### config.mk
export PLATFORM = sky130hd
export DESIGN_NAME = multi_channel_pwm_generator
export DESIGN_NICKNAME = d
export VERILOG_FILES = /design/src/rtl/core/mcpwm_pkg.sv /design/src/rtl/core/multi_channel_pwm_generator.sv
export SDC_FILE = /design/constraint.sdc
export NUM_CORES = 1
export LEC_CHECK = 0
export BUFFER_PORTS_ARGS = -buffer_cell sky130_fd_sc_hd__buf_2
export CORE_MARGIN = 5
export CORE_UTILIZATION = 40
export CTS_CLUSTER_DIAMETER = 200
export DETAILED_ROUTE_END_ITERATION = 7
export PLACE_DENSITY = 0.51
export SYNTH_ARGS = -nofsm -noshare
export SYNTH_HDL_FRONTEND = slang
export SYNTH_SLANG_ARGS = --single-unit
### constraint.sdc
create_clock -name clk -period 6.15 [get_ports clk]
set_input_delay 0.9225 -clock clk [delete_from_list [all_inputs] [get_ports clk]]
set_output_delay 0.9225 -clock clk [all_outputs]
set_load 0.05 [all_outputs]
### src/rtl/core/mcpwm_pkg.sv
// ----------------------------------------------------------------------------
// mcpwm_pkg
// Shared types and constants of the multi-channel PWM generator.
// ----------------------------------------------------------------------------
package mcpwm_pkg;

	localparam int DATA_W     = 32;
	localparam int WAVE_W     = 4;
	localparam int CHAN_SEL_W = 2;

	typedef logic [DATA_W-1:0] data_t;
	typedef logic [WAVE_W-1:0] wave_t;

	typedef enum logic [1:0] {
		ACT_TICK  = 2'd0,
		ACT_WRITE = 2'd1,
		ACT_READ  = 2'd2
	} action_t;

	localparam logic REG_HIGH   = 1'b0;
	localparam logic REG_PERIOD = 1'b1;

endpackage

### src/rtl/core/multi_channel_pwm_generator.sv
// ----------------------------------------------------------------------------
// multi_channel_pwm_generator
// Multi-channel PWM with pending (shadow) high-time and period registers.
// ----------------------------------------------------------------------------
// Takes one transaction per clock while input is open: a tick, a register
// write or a register read. Every accepted transaction returns one result,
// held in the result or the skid register, with the read value (zero unless
// a read) and the channel levels from before the transaction. The counters
// of all channels advance together on each tick, so a tick may arrive on
// every clock while input is open. The output side has a result register
// and a skid register, so input stays open for one more transaction while
// a result waits; a second waiting result closes input until the first is
// taken. All channel registers reset to zero: channels start stopped with
// their outputs high, and load their pending values on the first tick.
module multi_channel_pwm_generator #(
	parameter int CHANNELS    = 4,
	parameter int COUNT_WIDTH = 32
) (
	input  logic                                  clk,
	input  logic                                  arst_n,
	input  logic                                  in_valid,
	output logic                                  in_ready,
	input  logic [1:0]                            action,
	input  logic [mcpwm_pkg::CHAN_SEL_W-1:0]      channel,
	input  logic                                  reg_select,
	input  mcpwm_pkg::data_t                      write_data,
	output logic                                  out_valid,
	input  logic                                  out_ready,
	output mcpwm_pkg::data_t                      read_data,
	output mcpwm_pkg::wave_t                      wave_out
);
	import mcpwm_pkg::*;

	localparam int IDX_W = (CHANNELS > 1) ? $clog2(CHANNELS) : 1;

	typedef logic [COUNT_WIDTH-1:0] count_t;

	count_t pending_period_q [CHANNELS];
	count_t pending_high_q   [CHANNELS];
	count_t active_period_q  [CHANNELS];
	count_t active_high_q    [CHANNELS];
	count_t phase_q          [CHANNELS];

	logic [CHANNELS-1:0] level;
	action_t             act;
	logic                ch_ok;
	logic [IDX_W-1:0]    idx;
	count_t              wdata;
	data_t               res_read;
	wave_t               res_wave;
	logic                in_fire;
	logic                out_fire;
	logic                out_valid_q;
	logic                skid_valid_q;
	data_t               out_read_q;
	wave_t               out_wave_q;
	data_t               skid_read_q;
	wave_t               skid_wave_q;

	assign act      = action_t'(action);
	assign ch_ok    = (32'(channel) < CHANNELS);
	assign idx      = IDX_W'(channel);
	assign wdata    = write_data[COUNT_WIDTH-1:0];
	assign in_ready = !skid_valid_q;
	assign in_fire  = in_valid && in_ready;
	assign out_fire = out_valid_q && out_ready;

	always_comb begin
		for (int c = 0; c < CHANNELS; c++) begin
			level[c] = (active_period_q[c] == '0) || (phase_q[c] < active_high_q[c]);
		end
	end

	always_comb begin
		res_wave = WAVE_W'(level);
		res_read = '0;
		if (act == ACT_READ && ch_ok) begin
			if (reg_select == REG_PERIOD) begin
				res_read = DATA_W'(pending_period_q[idx]);
			end else begin
				res_read = DATA_W'(pending_high_q[idx]);
			end
		end
	end

	always_ff @(posedge clk or negedge arst_n) begin
		if (!arst_n) begin
			for (int c = 0; c < CHANNELS; c++) begin
				pending_period_q[c] <= '0;
				pending_high_q[c]   <= '0;
				active_period_q[c]  <= '0;
				active_high_q[c]    <= '0;
				phase_q[c]          <= '0;
			end
		end else if (in_fire) begin
			case (act)
				ACT_TICK: begin
					for (int c = 0; c < CHANNELS; c++) begin
						if (active_period_q[c] == '0 ||
						    ({1'b0, phase_q[c]} + 1'b1) >= {1'b0, active_period_q[c]}) begin
							active_period_q[c] <= pending_period_q[c];
							active_high_q[c]   <= pending_high_q[c];
							phase_q[c]         <= '0;
						end else begin
							phase_q[c] <= phase_q[c] + 1'b1;
						end
					end
				end
				ACT_WRITE: begin
					if (ch_ok) begin
						if (reg_select == REG_PERIOD) begin
							pending_period_q[idx] <= wdata;
						end else begin
							pending_high_q[idx] <= wdata;
						end
					end
				end
				default: begin
				end
			endcase
		end
	end

	always_ff @(posedge clk or negedge arst_n) begin
		if (!arst_n) begin
			out_valid_q  <= 1'b0;
			skid_valid_q <= 1'b0;
		end else begin
			if (skid_valid_q) begin
				if (out_ready) begin
					skid_valid_q <= 1'b0;
				end
			end else if (in_fire) begin
				if (out_valid_q && !out_ready) begin
					skid_valid_q <= 1'b1;
				end else begin
					out_valid_q <= 1'b1;
				end
			end else if (out_fire) begin
				out_valid_q <= 1'b0;
			end
		end
	end

	always_ff @(posedge clk) begin
		if (skid_valid_q) begin
			if (out_ready) begin
				out_read_q <= skid_read_q;
				out_wave_q <= skid_wave_q;
			end
		end else if (in_fire) begin
			if (out_valid_q && !out_ready) begin
				skid_read_q <= res_read;
				skid_wave_q <= res_wave;
			end else begin
				out_read_q <= res_read;
				out_wave_q <= res_wave;
			end
		end
	end

	assign out_valid = out_valid_q;
	assign read_data = out_read_q;
	assign wave_out  = out_wave_q;

`ifndef SYNTHESIS
	a_skid_implies_out: assert property (@(posedge clk) disable iff (!arst_n)
		skid_valid_q |-> out_valid_q)
		else $error("skid register full while result register empty");

	a_phase_in_period: assert property (@(posedge clk) disable iff (!arst_n)
		(active_period_q[0] != '0) |-> (phase_q[0] < active_period_q[0]))
		else $error("phase count reached active period");

	a_write_period: assert property (@(posedge clk) disable iff (!arst_n)
		(in_fire && act == ACT_WRITE && reg_select == REG_PERIOD && channel == '0)
		|=> (pending_period_q[0] == $past(write_data[COUNT_WIDTH-1:0])))
		else $error("period write not stored");

	a_fall_on_take: assert property (@(posedge clk) disable iff (!arst_n)
		$fell(out_valid_q) |-> $past(out_ready))
		else $error("result dropped without being taken");
`endif

endmodule

==> flow_summary.yaml, run 1 <==
clock_network:
  cts_resized: 0
  cts_sinks: 714
  cts_setup_buffers: 0
  ctsHoldBuffers: 0
  cts-root-buf: "clkbuf_16"
  cts_tree: "built"
  clk_latency_ps: 650
  path_clk_slew_ps: 60
  cts_max_level: 3
  numCtsBuffers: 83
  cts.path.max_buffers: 3
global_routing:
  grt_start_max_net_pins: 171
  grtUsageTotal_pct: 21.6
  grt-ovfl-total: 0
  grt_pass1_vias: 26700
  antenna_found_initial: 12
  grt_pass1_wl_um: 170000
setup_path:
  start_kind: "flop"
  critPathCaptureType: "flop"
  worstPathRequired_ps: 6670
  critPathArrivalTime_ps: 6200
  path_cells: "and4_1 > nand4_1 > nor4_1 > nand3_1 > xnor2_1 > ha_1 > nand3_1 > nor4_1 > and4_1 > a32o_1 > nor3b_4 > nand2b_4 > buf_4 > mux2_4"
  crit_fanout: 18
  path_class: "flop to flop"
  cpMaxStageDelayCell: "nor4_1"
  cpPeakStageDelay_ps: 870
finish:
  nNetsFinal: 3647
  final_cells: 4696
  layout_common_cells: "dfrtp_1 (641), mux2_2 (436), nand2_1 (297)"
  syn_to_final_growth_pct: 12.0
  drive_gt1_share_pct: 24.4
  final_area_sq_mm: 0.0429
  fill_cells: 8755
  layout_commonest_cell: "dfrtp_1"
synth:
  ys_ff_latch: 714
  syn_area_sq_mm: 0.0383
  synth_cells: 3282
  yosys_warnings: 0
  synth_ff_type: "dfrtp_1"
  synthAdderAreaFrac_pct: 8.37
  synth_mux_area_share_pct: 20.3
  synth_compound_area_share_pct: 7.04
  synth-edff-count: 72
  synthTopCellsByArea: "dfrtp_1 (42%), mux2_2 (13%), ha_1 (8.4%), edfxtp_1 (5.6%), mux4_2 (3.8%)"
  syn_nets: 3579
  yosysTopAreaCellShare_pct: 42.0
  synth_top_family_by_area: "multiplexers"
  syn_area_per_cell_sq_um: 11.7
  synthXorXnorAreaFrac_pct: 2.54
  synth_largest_area_cell: "dfrtp_1"
  async_flop_share_pct: 89.9
  synth_cell_types: 69
  yosysSeqAreaShare_pct: 47.6
  synth-simple-area-share_pct: 9.56
placement:
  gp_congestion: 0.883
  dpl_cell_area_sq_mm: 0.0401
  dp_hpwl_um: 83600
  io_buffers: 78
  placed_cells: 4530
detailed_routing:
  vias: 26300
  ant_nets: 0
  dr.pass1.iters: 5
  wirelength_um: 112000
  wire_per_inst_um: 23.9
  drcViolationCount: 0
  routed_via_density: 5.60
  drt_iter0_markers: 1844
sta:
  tns_ps: 0
  skew_ps: 27.0
  min_period_over_period_pct: 92.3
  rsz0062_at_grt: "no"
  period_minus_slack_ps: 5680
  finalHoldViolations: 0
  worst_pin_slew_ps: 1220
  max_freq_mhz: 176
  finalSetupViolations: 0
  slew_violations: 0
  slew-limit-headroom_pct: 16.4
die:
  ios: 79
  dieHeight_um: 319
  die-area_sq_mm: 0.102
  start_util_pct: 40.3
  core_sq_mm: 0.0950
  die_w_um: 319
  num_rows: 113
hold_path:
  hold_class: "primary input to async pin"
power_and_ir_drop:
  ir_worst_vdd_uv: 263
  clockPowerShare_pct: 28.6
  intPower_mw: 11.3
  power.density_mw_per_mm2: 411
  pwr-share-seq_pct: 39.8
  p_sw_mw: 6.32
  comb_power_share_pct: 31.6
  p_sw_share_pct: 35.8
  power_leakage_nw: 19.7
flow_run:
  maxCapViolations: 0
outcome:
  status: "completed"
==> per-stage QoR <==
stage	hold slack, ps	util [%]	setup slack (ps)	power, mW
2_1_floorplan	456	-	1840	10.5
3_3_place_gp	489	42.2	628	12.4
3_5_place_dp	486	42.2	568	12.6
4_1_cts	195	45.1	531	17.8
5_1_grt	236	45.1	140	18.7
6_report	222	45.1	472	17.6
==> Yosys cell counts (36+ instances only) <==
cell type and n:
edfxtp_1 72, o21ai_0 134, nor4_1 42, nand3_1 70, mux2_2 436, mux4_2 64
nor2_1 120, a21oi_1 69, inv_1 288, dfrtp_1 642, nand4_1 76, mux2_4 60
nand2_1 297, ha_1 256, xnor2_1 82, o31ai_1 51, and3_1 36, clkbuf_1 84
==> layout make-up <==
class	instances	area [sq um]	share of cell area, %
clock inverter	28	379	0.884
antenna	12	30.0	0.0700
clock buffer	126	2430	5.66
inverter	288	1080	2.52
timing repair buffer	120	818	1.91
multi-input combinational	2143	18300	42.8
tap	1265	1580	3.69
sequential	714	18200	42.5
==> cell families (layout without fill, tap and decap cells) <==
kind of cell             after synthesis  after routing
flip-flops                           714            714
AO/OA/AOI/OAI                        417            417
buffers and inverters                425            562
XOR/XNOR                             111            111
other                                  0             12
multiplexers                         609            609
adder cells (fa/ha/maj)              256            256
AND/OR/NAND/NOR                      750            750
==> worst paths after layout <==
check / depth (start not counted) / slack, ps / endpoint / startpoint
worst min register to register: 1 / 490 / active_high_q[32]$_DFFE_PN0P_ / active_high_q[32]$_DFFE_PN0P_
min in group clk: 1 / 490 / active_high_q[32]$_DFFE_PN0P_ / active_high_q[32]$_DFFE_PN0P_
max in group asynchronous: 2 / 4490 / phase_q[121]$_DFFE_PN0P_ / arst_n
worst min-delay path: 1 / 220 / active_period_q[4]$_DFFE_PN0P_ / arst_n
worst max register to register: 14 / 470 / active_period_q[26]$_DFFE_PN0P_ / phase_q[18]$_DFFE_PN0P_
worst max-delay path: 14 / 470 / active_period_q[26]$_DFFE_PN0P_ / phase_q[18]$_DFFE_PN0P_
==> power groups by stage <==
| stage | logic (mW) | registers (mW) | clock network [mW] |
|---|---|---|---|
| after CTS | 5.56 | 7.05 | 5.19 |
| after detailed placement | 5.52 | 7.13 | 0 |
| after floorplan | 3.91 | 6.62 | 0 |
| after global routing | 6.17 | 7.14 | 5.38 |
| after global placement | 5.34 | 7.10 | 0 |
| final | 5.57 | 7.02 | 5.05 |
==> critical path, delay by kind of cell, from the launching register on <==
family	cells	cell delay [ps]
buffers and inverters	1	330
DFF	1	510
xor gates and xnor gates	1	200
muxes	1	330
adders and majority gates	1	300
and+or+nand+nor	9	3480
AOI/OAI and AO/OA	1	380
==> registers in the layout, indices dropped and copies added (netlist names) <==
signal            cells
active_high_q       128
active_period_q     128
out_valid             1
pending_high_q      128
pending_period_q    128
phase_q             128
read_data            32
skid_read_q          32
skid_valid_q          1
skid_wave_q           4
wave_out              4
==> layer usage <==
metal	wire length [um]	global-route usage [%]	vias to the layer above
met4	4240	7.73	6
met1	49600	29.9	13500
met5	44	0	-
li1	-	-	12000
met2	52900	35.2	647
met3	5260	3.01	172
No activity file was read; power rests on OpenSTA's default activity.
==> run 2: changes to the inputs <==
--- a/config.mk
+++ b/config.mk
@@ -6,6 +6,7 @@
 export NUM_CORES = 1
 export LEC_CHECK = 0
 export BUFFER_PORTS_ARGS = -buffer_cell sky130_fd_sc_hd__buf_2
+export CORE_ASPECT_RATIO = 1.5
 export CORE_MARGIN = 5
 export CORE_UTILIZATION = 40
 export CTS_CLUSTER_DIAMETER = 200
==> constraint.sdc (replaced) <==
create_clock -name clk -period 6 [get_ports clk]
set_input_delay 0.9 -clock clk [delete_from_list [all_inputs] [get_ports clk]]
set_output_delay 0.9 -clock clk [all_outputs]
set_load 0.05 [all_outputs]
==> run 2 against run 1 <==
Count of clock-buffer cells in the layout decreased by 23. Cell count decreased by 0.11%. Register-to-register slack improved by 320 ps. Die area increased by 0.13%. Via count increased by 0.54%. First-iteration DRC count increased by 20%. Sequential cell count unchanged. Largest power group unchanged.
==> flow_summary.yaml, run 2 (synthesis results as in run 1) <==
finish:
  final_cells: 4691
  syn_to_final_growth_pct: 12.1
  layout_common_cells: "dfrtp_1 (641), mux2_2 (436), nand2_1 (297)"
  nNetsFinal: 3649
  drive_gt1_share_pct: 24.7
  final_area_sq_mm: 0.0429
  layout_commonest_cell: "dfrtp_1"
  utilization_pct: 45.0
sta:
  period_minus_slack_ps: 5210
  rsz0062_at_grt: "no"
  worst_pin_slew_ps: 1120
  skew_ps: 20.5
  min_period_over_period_pct: 86.8
  worst_slack_ps: 793
  tns_ps: 0
  slew-limit-headroom_pct: 25.3
  finalSetupViolations: 0
  finalHoldViolations: 0
  max_freq_mhz: 192
  slew_violations: 0
global_routing:
  grt_start_max_net_pins: 135
  grtUsageTotal_pct: 22.5
  antenna_found_initial: 10
  grt-ovfl-total: 0
  grt_pass1_vias: 26900
  grt_pass1_wl_um: 175000
die:
  dieHeight_um: 389
  die_w_um: 263
  ios: 79
  start_util_pct: 40.2
  die-area_sq_mm: 0.102
  core_sq_mm: 0.0953
  num_rows: 139
setup_path:
  critPathCaptureType: "flop"
  path_class: "flop to flop"
  worstPathRequired_ps: 6570
  start_kind: "flop"
  critPathArrivalTime_ps: 5780
  reg2reg_depth: 14
  crit_fanout: 22
detailed_routing:
  vias: 26400
  routed_via_density: 5.63
  wirelength_um: 117000
  wl_met1_um: 45800
  wl_met2_um: 59300
  drcViolationCount: 0
  wl_met3_um: 4350
  drt_iter0_markers: 2215
  wire_per_inst_um: 25.0
  top_layer: "met5"
  dr.pass1.iters: 5
  ant_nets: 0
clock_network:
  numCtsBuffers: 76
  cts-root-buf: "clkbuf_16"
  clk_latency_ps: 650
  cts_resized: 0
  ctsHoldBuffers: 0
  path_clk_slew_ps: 60
  cts_setup_buffers: 0
  cts_sinks: 714
  cts.path.max_buffers: 3
  cts_tree: "built"
  cts_max_level: 3
power_and_ir_drop:
  ir_worst_vdd_uv: 219
  power_leakage_nw: 19.7
  power.density_mw_per_mm2: 424
placement:
  io_buffers: 78
  dp_hpwl_um: 89200
  dpl_cell_area_sq_mm: 0.0401
  dp_slack_ps: 932
  gp_congestion: 0.913
  placed_cells: 4543
flow_run:
  maxCapViolations: 0
hold_path:
  hold_class: "primary input to async pin"
outcome:
  status: "completed"
## run 2: path summary, 6_finish.rpt
check / start / to / slack, ps
min: arst_n / active_high_q[33]$_DFFE_PN0P_ / 300
min in group clk: active_high_q[55]$_DFFE_PN0P_ / active_high_q[55]$_DFFE_PN0P_ / 500
max reg2reg: phase_q[37]$_DFFE_PN0P_ / phase_q[32]$_DFFE_PN0P_ / 790
max in group asynchronous: arst_n / active_high_q[93]$_DFFE_PN0P_ / 4330
max: phase_q[37]$_DFFE_PN0P_ / phase_q[32]$_DFFE_PN0P_ / 790
min reg2reg: active_high_q[55]$_DFFE_PN0P_ / active_high_q[55]$_DFFE_PN0P_ / 500
## run 2: final cells by class
cell class / instances / area, sq um
fill: 8873 / 52400
multi-input combinational: 2143 / 18300
sequential: 714 / 18200
clock buffer: 103 / 2200
tap: 1269 / 1590
inverter: 288 / 1080
timing repair buffer: 129 / 876
clock inverter: 38 / 576
antenna: 7 / 17.5
## run 2: worst max-delay path: stages (launching register included)
cell and delay, ps:
dfrtp_1 500, and3_1 320, nand4_1 330, nor3_1 600, nand4_1 320, xnor2_1 290, ha_1 280, nand2_1 60
o21ai_0 140, a211o_1 250, a211o_1 320, or3_1 420, buf_4 250, nor2_1 740, mux2_2 300
## run 2: metal layers
metal | up-vias | track usage [%]
li1 | 12000 | -
met1 | 13500 | 26.8
met2 | 742 | 39.5
met3 | 238 | 2.49
met4 | 8 | 13.3
met5 | - | 0
## run 2: stage by stage
step / power [mW] / hold slack [ps]
2_1_floorplan: 10.8 / 456
3_3_place_gp: 12.9 / 485
3_5_place_dp: 13.0 / 488
4_1_cts: 18.4 / 333
5_1_grt: 19.2 / 372
6_report: 18.2 / 303
## run 2: power breakdown
group	internal, mW	switching [mW]
sequential	6.01	1.30
clock	3.15	2.07
combinational	2.52	3.16
